==> src/rtl/debounced_key_pulser_defines.svh <==
// ----------------------------------------------------------------------------
// Debounced key pulser assertion macros
// Concurrent check wrappers shared by the RTL; compiled out with NO_ASSERTIONS.
// ----------------------------------------------------------------------------
`ifndef DEBOUNCED_KEY_PULSER_DEFINES_SVH
`define DEBOUNCED_KEY_PULSER_DEFINES_SVH

`ifndef NO_ASSERTIONS

// Check a property on every clock edge outside reset
`define DKP_ASSERT(name, prop) \
    name: assert property (@(posedge i_clk) disable iff (!i_rst_n) (prop)) \
        else $error("dkp check failed");

// Check a property on every clock edge, reset included
`define DKP_ASSERT_ALWAYS(name, prop) \
    name: assert property (@(posedge i_clk) (prop)) \
        else $error("dkp check failed");

`else

`define DKP_ASSERT(name, prop)
`define DKP_ASSERT_ALWAYS(name, prop)

`endif

`endif

==> src/rtl/dkp_pkg.sv <==
// ----------------------------------------------------------------------------
// Debounced key pulser package
// Widths, register reset values, register indexes and the per-button
// debounce step.
// ----------------------------------------------------------------------------
package dkp_pkg;

    localparam int unsigned CNT_W      = 16;
    localparam int unsigned CFG_IDX_W  = 3;
    localparam int unsigned IN_TDATA_W = 8;
    localparam int unsigned OUT_TDATA_W = 8;

    localparam logic [CNT_W-1:0] CNT_MAX = '1;

    localparam logic [CNT_W-1:0] RST_DEBOUNCE_TICKS = 16'd50;
    localparam logic [CNT_W-1:0] RST_PULSE_LEN_NEXT = 16'd250;
    localparam logic [CNT_W-1:0] RST_PULSE_LEN_VOLD = 16'd1500;
    localparam logic [CNT_W-1:0] RST_COOLDOWN_NEXT  = 16'd4000;
    localparam logic [CNT_W-1:0] RST_COOLDOWN_VOLD  = 16'd2000;
    localparam logic [CNT_W-1:0] RST_BOOT_TICKS     = 16'd1000;

    typedef enum logic [CFG_IDX_W-1:0] {
        CFG_DEBOUNCE_TICKS = 3'd0,
        CFG_PULSE_LEN_NEXT = 3'd1,
        CFG_PULSE_LEN_VOLD = 3'd2,
        CFG_COOLDOWN_NEXT  = 3'd3,
        CFG_COOLDOWN_VOLD  = 3'd4,
        CFG_BOOT_TICKS     = 3'd5
    } t_cfg_idx;

    typedef struct packed {
        logic             last_raw;
        logic             stable;
        logic [CNT_W-1:0] since_change;
        logic [CNT_W-1:0] since_action;
    } t_key_state;

    typedef struct packed {
        t_key_state key;
        logic       fell;
    } t_sample;

    // Advance a count, hold at full scale
    function automatic logic [CNT_W-1:0] sat_inc(input logic [CNT_W-1:0] v);
        return (v == CNT_MAX) ? v : v + 1'b1;
    endfunction

    // Take one raw level into a button's debouncer
    function automatic t_sample sample_key(input t_key_state k, input logic raw,
                                           input logic [CNT_W-1:0] deb);
        t_sample s;
        s.key  = k;
        s.fell = 1'b0;
        if (raw != k.last_raw) begin
            s.key.since_change = '0;
        end
        if ((s.key.since_change > deb) && (raw != k.stable)) begin
            s.key.stable = raw;
            s.fell       = ~raw;
        end
        s.key.last_raw = raw;
        return s;
    endfunction

endpackage

==> src/rtl/debounced_key_pulser.sv <==
// ----------------------------------------------------------------------------
// Debounced key pulser
// Two active-low buttons debounced on 1 ms ticks, driving fixed-length
// low pulses on two open-drain key lines with a cooldown per button.
// ----------------------------------------------------------------------------
// Each request on the input stream carries a tick flag and the two raw
// button levels. Each one yields exactly one result request on the output
// stream, with the key line drives and event flags after that tick. A
// request is taken by a single pass of counter and compare logic
// between the state registers and the output register. Its result is
// presented on the next cycle. A new request is accepted on every
// cycle in which the output register is empty or is being drained, so
// requests can follow back to back. Requests without the tick flag
// change nothing. After reset the buttons are ignored for boot_ticks
// ticks, and writing boot_ticks reloads that period. The next button
// wins when both fall on the same tick. The elapsed-time counts
// saturate at 65535. Configuration is always ready and should be
// written while no result is outstanding.
// ----------------------------------------------------------------------------
`include "debounced_key_pulser_defines.svh"

module debounced_key_pulser (
    input  logic                                  i_clk,
    input  logic                                  i_rst_n,
    // input stream
    input  logic                                  s_axis_tvalid,
    output logic                                  s_axis_tready,
    // tdata: [0] tick_elapsed, [1] next_raw, [2] btn_vol_down, [7:3] zero
    input  logic [dkp_pkg::IN_TDATA_W-1:0]        s_axis_tdata,
    // result stream
    output logic                                  m_axis_tvalid,
    input  logic                                  m_axis_tready,
    // tdata: [0] track_key_low, [1] voldown_key_low, [2] next_started,
    //        [3] vold_started, [4] press_blocked, [7:5] zero
    output logic [dkp_pkg::OUT_TDATA_W-1:0]       m_axis_tdata,
    // configuration write channel
    input  logic                                  i_cfg_valid,
    output logic                                  o_cfg_ready,
    input  logic [dkp_pkg::CFG_IDX_W-1:0]         i_cfg_index,
    input  logic [dkp_pkg::CNT_W-1:0]             i_cfg_data
);

    // ------------------------------------------------------------------
    // Configuration registers
    // ------------------------------------------------------------------
    logic [dkp_pkg::CNT_W-1:0] r_debounce_ticks;
    logic [dkp_pkg::CNT_W-1:0] r_pulse_len_next;
    logic [dkp_pkg::CNT_W-1:0] r_pulse_len_vold;
    logic [dkp_pkg::CNT_W-1:0] r_cooldown_next;
    logic [dkp_pkg::CNT_W-1:0] r_cooldown_vold;

    // ------------------------------------------------------------------
    // Working state
    // ------------------------------------------------------------------
    logic [dkp_pkg::CNT_W-1:0] r_boot_left,  n_boot_left;
    logic [dkp_pkg::CNT_W-1:0] r_pulse_left, n_pulse_left;
    logic                      r_pulse_on_track, n_pulse_on_track;
    dkp_pkg::t_key_state       r_key_next, n_key_next;
    dkp_pkg::t_key_state       r_key_vold, n_key_vold;

    // Result register
    logic                      r_out_valid;
    logic                      r_track_low,  n_track_low;
    logic                      r_vold_low,   n_vold_low;
    logic                      r_next_start, n_next_start;
    logic                      r_vold_start, n_vold_start;
    logic                      r_blocked,    n_blocked;

    logic                      in_acc;
    logic                      cfg_acc;
    logic                      boot_wr;
    logic                      tick;
    logic                      raw_next;
    logic                      raw_vold;
    logic [dkp_pkg::CNT_W-1:0] pulse_dec;
    dkp_pkg::t_sample          smp_next;
    dkp_pkg::t_sample          smp_vold;

    // Take a new request whenever the result slot is free or draining
    assign s_axis_tready = ~r_out_valid | m_axis_tready;
    assign in_acc        = s_axis_tvalid & s_axis_tready;
    assign o_cfg_ready   = 1'b1;
    assign cfg_acc       = i_cfg_valid & o_cfg_ready;
    assign boot_wr       = cfg_acc &
                           (dkp_pkg::t_cfg_idx'(i_cfg_index) == dkp_pkg::CFG_BOOT_TICKS);

    assign tick     = s_axis_tdata[0];
    assign raw_next = s_axis_tdata[1];
    assign raw_vold = s_axis_tdata[2];

    assign pulse_dec = r_pulse_left - 1'b1;

    // ------------------------------------------------------------------
    // One tick of state update
    // ------------------------------------------------------------------
    always_comb begin
        n_boot_left      = r_boot_left;
        n_pulse_left     = r_pulse_left;
        n_pulse_on_track = r_pulse_on_track;
        n_key_next       = r_key_next;
        n_key_vold       = r_key_vold;
        n_next_start     = 1'b0;
        n_vold_start     = 1'b0;
        n_blocked        = 1'b0;
        smp_next         = '0;
        smp_vold         = '0;

        if (tick) begin
            // advance all four elapsed-time counts first
            n_key_next.since_change = dkp_pkg::sat_inc(r_key_next.since_change);
            n_key_next.since_action = dkp_pkg::sat_inc(r_key_next.since_action);
            n_key_vold.since_change = dkp_pkg::sat_inc(r_key_vold.since_change);
            n_key_vold.since_action = dkp_pkg::sat_inc(r_key_vold.since_action);

            if (r_boot_left != '0) begin
                n_boot_left = r_boot_left - 1'b1;
            end else if (r_pulse_left != '0) begin
                // run the pulse; on its last tick restart that cooldown
                n_pulse_left = pulse_dec;
                if (pulse_dec == '0) begin
                    if (r_pulse_on_track) begin
                        n_key_next.since_action = '0;
                    end else begin
                        n_key_vold.since_action = '0;
                    end
                end
            end else begin
                smp_next   = dkp_pkg::sample_key(n_key_next, raw_next, r_debounce_ticks);
                n_key_next = smp_next.key;
                if (smp_next.fell) begin
                    if (n_key_next.since_action >= r_cooldown_next) begin
                        n_pulse_left     = (r_pulse_len_next == '0) ? dkp_pkg::CNT_W'(1)
                                                                    : r_pulse_len_next;
                        n_pulse_on_track = 1'b1;
                        n_next_start     = 1'b1;
                    end else begin
                        n_blocked = 1'b1;
                    end
                end
                // a started next pulse leaves volume-down unsampled
                if (!n_next_start) begin
                    smp_vold   = dkp_pkg::sample_key(n_key_vold, raw_vold,
                                                     r_debounce_ticks);
                    n_key_vold = smp_vold.key;
                    if (smp_vold.fell) begin
                        if (n_key_vold.since_action >= r_cooldown_vold) begin
                            n_pulse_left     = (r_pulse_len_vold == '0)
                                               ? dkp_pkg::CNT_W'(1) : r_pulse_len_vold;
                            n_pulse_on_track = 1'b0;
                            n_vold_start     = 1'b1;
                        end else begin
                            n_blocked = 1'b1;
                        end
                    end
                end
            end
        end

        n_track_low = (n_pulse_left != '0) &  n_pulse_on_track;
        n_vold_low  = (n_pulse_left != '0) & ~n_pulse_on_track;
    end

    // ------------------------------------------------------------------
    // Configuration and state registers
    // ------------------------------------------------------------------
    always_ff @(posedge i_clk) begin
        if (!i_rst_n) begin
            r_debounce_ticks <= dkp_pkg::RST_DEBOUNCE_TICKS;
            r_pulse_len_next <= dkp_pkg::RST_PULSE_LEN_NEXT;
            r_pulse_len_vold <= dkp_pkg::RST_PULSE_LEN_VOLD;
            r_cooldown_next  <= dkp_pkg::RST_COOLDOWN_NEXT;
            r_cooldown_vold  <= dkp_pkg::RST_COOLDOWN_VOLD;
            r_boot_left      <= dkp_pkg::RST_BOOT_TICKS;
            r_pulse_left     <= '0;
            r_pulse_on_track <= 1'b0;
            r_key_next       <= '{last_raw: 1'b1, stable: 1'b1,
                                  since_change: '0, since_action: '0};
            r_key_vold       <= '{last_raw: 1'b1, stable: 1'b1,
                                  since_change: '0, since_action: '0};
        end else begin
            if (in_acc) begin
                r_pulse_left     <= n_pulse_left;
                r_pulse_on_track <= n_pulse_on_track;
                r_key_next       <= n_key_next;
                r_key_vold       <= n_key_vold;
            end
            // a boot_ticks write reloads the ignore period
            if (boot_wr) begin
                r_boot_left <= i_cfg_data;
            end else if (in_acc) begin
                r_boot_left <= n_boot_left;
            end
            // user writes only when idle, unenforced; bad indexes ignored
            if (cfg_acc) begin
                case (dkp_pkg::t_cfg_idx'(i_cfg_index))
                    dkp_pkg::CFG_DEBOUNCE_TICKS: r_debounce_ticks <= i_cfg_data;
                    dkp_pkg::CFG_PULSE_LEN_NEXT: r_pulse_len_next <= i_cfg_data;
                    dkp_pkg::CFG_PULSE_LEN_VOLD: r_pulse_len_vold <= i_cfg_data;
                    dkp_pkg::CFG_COOLDOWN_NEXT:  r_cooldown_next  <= i_cfg_data;
                    dkp_pkg::CFG_COOLDOWN_VOLD:  r_cooldown_vold  <= i_cfg_data;
                    dkp_pkg::CFG_BOOT_TICKS:     ;
                    default: ;
                endcase
            end
        end
    end

    // ------------------------------------------------------------------
    // Result register: hold while stalled, load on every accepted request
    // ------------------------------------------------------------------
    always_ff @(posedge i_clk) begin
        if (!i_rst_n) begin
            r_out_valid <= 1'b0;
        end else if (in_acc) begin
            r_out_valid <= 1'b1;
        end else if (m_axis_tready) begin
            r_out_valid <= 1'b0;
        end
    end

    always_ff @(posedge i_clk) begin
        if (in_acc) begin
            r_track_low  <= n_track_low;
            r_vold_low   <= n_vold_low;
            r_next_start <= n_next_start;
            r_vold_start <= n_vold_start;
            r_blocked    <= n_blocked;
        end
    end

    assign m_axis_tvalid = r_out_valid;
    assign m_axis_tdata  = {3'b000, r_blocked, r_vold_start, r_next_start,
                            r_vold_low, r_track_low};

    // ------------------------------------------------------------------
    // Checks
    // ------------------------------------------------------------------
    `DKP_ASSERT(a_one_start, r_out_valid |-> !(r_next_start && r_vold_start))
    `DKP_ASSERT(a_one_line_low, r_out_valid |-> !(r_track_low && r_vold_low))
    `DKP_ASSERT(a_start_drives_line,
                (r_out_valid && r_next_start) |-> r_track_low)
    `DKP_ASSERT(a_pulse_only_on_tick,
                !(in_acc && tick) |=> $stable(r_pulse_left))
    `DKP_ASSERT_ALWAYS(a_reset_empties, !i_rst_n |=> !r_out_valid)

endmodule
==> config.mk <==
export PLATFORM = sky130hd
export DESIGN_NAME = debounced_key_pulser
export DESIGN_NICKNAME = d
export VERILOG_FILES = /design/src/rtl/dkp_pkg.sv /design/src/rtl/debounced_key_pulser.sv
export VERILOG_INCLUDE_DIRS = /design/src /design/src/rtl
export SDC_FILE = /design/constraint.sdc
export NUM_CORES = 1
export LEC_CHECK = 0
export BUFFER_PORTS_ARGS = -buffer_cell sky130_fd_sc_hd__buf_2
export CAP_MARGIN = 20
export CELL_PAD_IN_SITES_DETAIL_PLACEMENT = 1
export CELL_PAD_IN_SITES_GLOBAL_PLACEMENT = 1
export CORE_MARGIN = 3
export CORE_UTILIZATION = 47
export CTS_BUF_LIST = sky130_fd_sc_hd__clkbuf_16
export DETAILED_ROUTE_END_ITERATION = 10
export PLACE_DENSITY = 0.9
export SETUP_SLACK_MARGIN = 0.15
export SYNTH_ARGS = -nofsm -noshare
export SYNTH_HDL_FRONTEND = slang
export SYNTH_SLANG_ARGS = --single-unit
==> constraint.sdc <==
create_clock -name i_clk -period 5.7 [get_ports i_clk]
set_clock_uncertainty 0.15 [all_clocks]
set_input_delay 0.285 -clock i_clk [delete_from_list [all_inputs] [get_ports i_clk]]
set_output_delay 0.285 -clock i_clk [all_outputs]
set_load 0.02 [all_outputs]
==> impl_metrics.ini <==
[power]
static-leakage-power_nw = 5.09
net-switching-power_uw = 894
power.share.combinational_pct = 9.8
pwr-share-clk_pct = 43.8
power_density_mw_per_mm2 = 225
p_sw_share_pct = 30.5
p_int_mw = 2.04
pwr-share-seq_pct = 46.3
ir_worst_vdd_uv = 152

[placed_design]
gp_congestion = 0.936
place_hpwl_mm = 26.8
detailed_place.area_mm2 = 0.0121
post-place-ws_ns = -0.00146
placement.io_buffers = 33
placed_cells = 1820

[synth]
ys_seq_area_share_pct = 32.7
ys_async_sr_fraction_pct = 0
yosys_warnings = 0
synth-edff-count = 5
syn_inst = 1517
synth_ff_type = sky130_fd_sc_hd__dfxtp_1
netlist_area_before_placement_mm2 = 0.0116
ys_ff_latch = 187
synth_cell_type_count = 75
synth.avg_cell_area_um2 = 7.64

[setup_path]
crit_path_top_delay_cell = sky130_fd_sc_hd__a2111o_1
worstPathBufferInverterCount = 2
critPathCaptureType = flip-flop
timing.critical_path.cells = nand3_2 > nor3_4 > nand4_1 > or2_1 > or3_4 > buf_4 > nand2b_4 > nor2_1 > xnor2_1 > nor2_1 > ha_1 > nand4_1 > a2111o_1 > a31oi_4 > nand2_1 > buf_12 > o41ai_1 > a31o_2 > o21ai_0 > nor4bb_2 > nand4b_1 > nor2b_1
critPathMaxFanout = 25
max_stage_delay_ns = 0.47
critPathArrivalTime_ns = 5.32
cp-startpoint = r_key_next[21]
regToRegStartpoint = r_key_next[21]
timing.setup.critical_path_class = reg -> reg
cpLargestDelayFamily = simple AND/OR/NAND/NOR gates
startpoint_type = flip-flop
worst_ep_required_time_ns = 5.75

[timing]
period_share_pct = 92.5
setup_repair_after_global_routing_missed_its_margin = no
fmax_mhz = 190
setup_tns_ns = 0
worst_slew_pin_slew_ns = 1.08
drv_slew = 0
count_of_final_setup_violators = 0
final.setup.worst_slack_ns = 0.425
max-slew-margin-rel_pct = 27.8
final.min_clock_period_ns = 5.27
final-hold-violation-count = 0

[route]
number_of_iterations_in_the_first_detailed_routing_pass = 9
detail-route-antenna-nets = 0
drc_errors = 0
detailedRoute.firstIterationViolations = 941
routed_wirelength_normalized_by_instance_count_um = 21.5
routed_wirelength_mm = 40.1
viasPerCell = 6.33
via_count = 11800

[final_layout]
most_common_cell_after_layout_fill_and_taps_aside = sky130_fd_sc_hd__nand2_1
multi_input_comb_area_mm2 = 0.00737
layout.nets = 1635
layout_common_cells = sky130_fd_sc_hd__nand2_1 (283), sky130_fd_sc_hd__dfxtp_1 (167), sky130_fd_sc_hd__nor2_1 (95)
fillerInstances = 2949
num_antenna_cells = 0
area_delta_synth_final_pct = 12.6
finish.instance_area_mm2 = 0.0131
fraction_of_final_layout_cells_with_drive_strength_greater_than_1_pct = 11.5
layout.cells.non_filler = 1864
seq_area_mm2 = 0.00382

[floorplan]
dieHeight_um = 163
initial_utilization_pct = 48.7
io_pins = 43
die_outline_area_mm2 = 0.0266
placeableCoreArea_mm2 = 0.0238
rows = 56
die_w_um = 163

[global_route]
grt_overflow_total = 0
vias_in_the_first_global_route = 12000
grt_util_all_layers_pct = 29.6
grt_max_degree = 97
initial_antenna_violation_count = 1
grt_pass1_wl_mm = 63.2

[clock_tree]
tritoncts_clock_tree = yes
cts_inserted_buffers = 17
clkSinkCount = 187
maximum_clock_insertion_buffer_count = 2
clock-root-buffer = sky130_fd_sc_hd__clkbuf_16
clk_latency_ns = 0.46
cts.htree.levels = 4
clkTransAtPathRegs_ns = 0.09

[outcome]
status = complete, no violations

[flow_run]
max_cap_violations = 0

[min_path]
hold_path_startpoint = i_cfg_data[14]
worst_hold_path_type = in -> reg
logic make-up after synthesis:
kind of cell / Yosys count / share of synthesized area [%]
and+or+nand+nor: 673 / 27.8
AOI/OAI and AO/OA: 358 / 20.7
DFF: 187 / 32.7
buffers and inverters: 155 / 5.44
adders and majority gates: 71 / 7.66
xor gates and xnor gates: 61 / 4.61
muxes: 10 / 0.907
other: 2 / 0.0648
power groups by stage:
stage          Sequential, mW  Combinational [mW]  Clock [mW]
2_1_floorplan            1.38               0.178           0
6_report                 1.36               0.289        1.29
3_3_place_gp             1.39               0.258           0
4_1_cts                  1.36               0.278        1.29
3_5_place_dp             1.39               0.272           0
5_1_grt                  1.36               0.314        1.35
layer usage:
| layer | part of all wire [%] | GRT usage (%) | vias to the layer above | routed length (µm) |
|---|---|---|---|---|
| li1 | - | - | 5411 | - |
| met1 | 41 | 35.7 | 5765 | 16300 |
| met2 | 48 | 50.9 | 477 | 19100 |
| met3 | 6.7 | 5.88 | 143 | 2670 |
| met4 | 4.8 | 13.7 | 2 | 1920 |
| met5 | 0.047 | 0 | - | 19 |
repair_timing:
action | CTS | global route
endpoints found under the setup margin | 2 | 26
hold buffers | 1 | 0
endpoints found under the hold margin | 1 | 0
resized for setup | 10 | 52
buffers inserted | 0 | 8
pin swaps | 0 | 11
gates cloned | 0 | 0
worst paths after layout:
check	to	slack (ns)	cells after the start
min	r_pulse_len_next[14]	0.03	3
min reg2reg	r_cooldown_next[2]	0.33	2
max	r_track_low	0.43	22
max reg2reg	r_track_low	0.43	22
sequential cells by signal, indices dropped and copies added, names as in the netlist:
register and flops:
r_pulse_len_vold 16, r_key_vold 34, r_track_low 1, r_debounce_ticks 16, r_cooldown_next 16, r_vold_start 1
r_next_start 1, r_blocked 1, r_pulse_left 16, r_pulse_len_next 16, r_boot_left 16, r_cooldown_vold 16
r_key_next 34, r_vold_low 1, m_axis_tvalid 1, r_pulse_on_track 1
synth_stat cells (39+ instances only):
| cell type | count | share of area [%] |
|---|---|---|
| sky130_fd_sc_hd__nand2_1 | 285 | 9.2 |
| sky130_fd_sc_hd__dfxtp_1 | 182 | 31 |
| sky130_fd_sc_hd__nor2_1 | 99 | 3.2 |
| sky130_fd_sc_hd__clkbuf_1 | 74 | 2.4 |
| sky130_fd_sc_hd__a21oi_1 | 71 | 3.1 |
| sky130_fd_sc_hd__ha_1 | 71 | 7.7 |
| sky130_fd_sc_hd__o21ai_0 | 71 | 3.1 |
| sky130_fd_sc_hd__inv_1 | 65 | 2.1 |
| sky130_fd_sc_hd__a21boi_0 | 60 | 3.9 |
| sky130_fd_sc_hd__nand3_1 | 60 | 2.6 |
| sky130_fd_sc_hd__nor2b_1 | 48 | 2.6 |
| sky130_fd_sc_hd__xnor2_1 | 39 | 2.9 |
tightest hold or removal path: stages:
cell and delay, ns:
sky130_fd_sc_hd__buf_2 0.17, sky130_fd_sc_hd__nand2_1 0.07, sky130_fd_sc_hd__a21boi_0 0.06
through the flow:
step / hold WS [ns] / util [%] / total power, mW
final: 0.0345 / 54.8 / 2.94
after global routing: 0.0405 / 54.8 / 3.03
after CTS: 0.0328 / 53.7 / 2.93
after detailed placement: 0.304 / 50.8 / 1.66
after global placement: 0.302 / 50.8 / 1.65
after floorplan: 0.259 / - / 1.56
layout make-up:
cell class	instances	share of cell area, %
Timing Repair Buffer	83	4.45
Tap cell	319	3.06
Multi-Input combinational cell	1177	56.4
Inverter	66	1.90
Sequential cell	187	29.3
Clock buffer	17	3.26
Clock inverter	15	1.63
(Power assumes the default switching activity.)
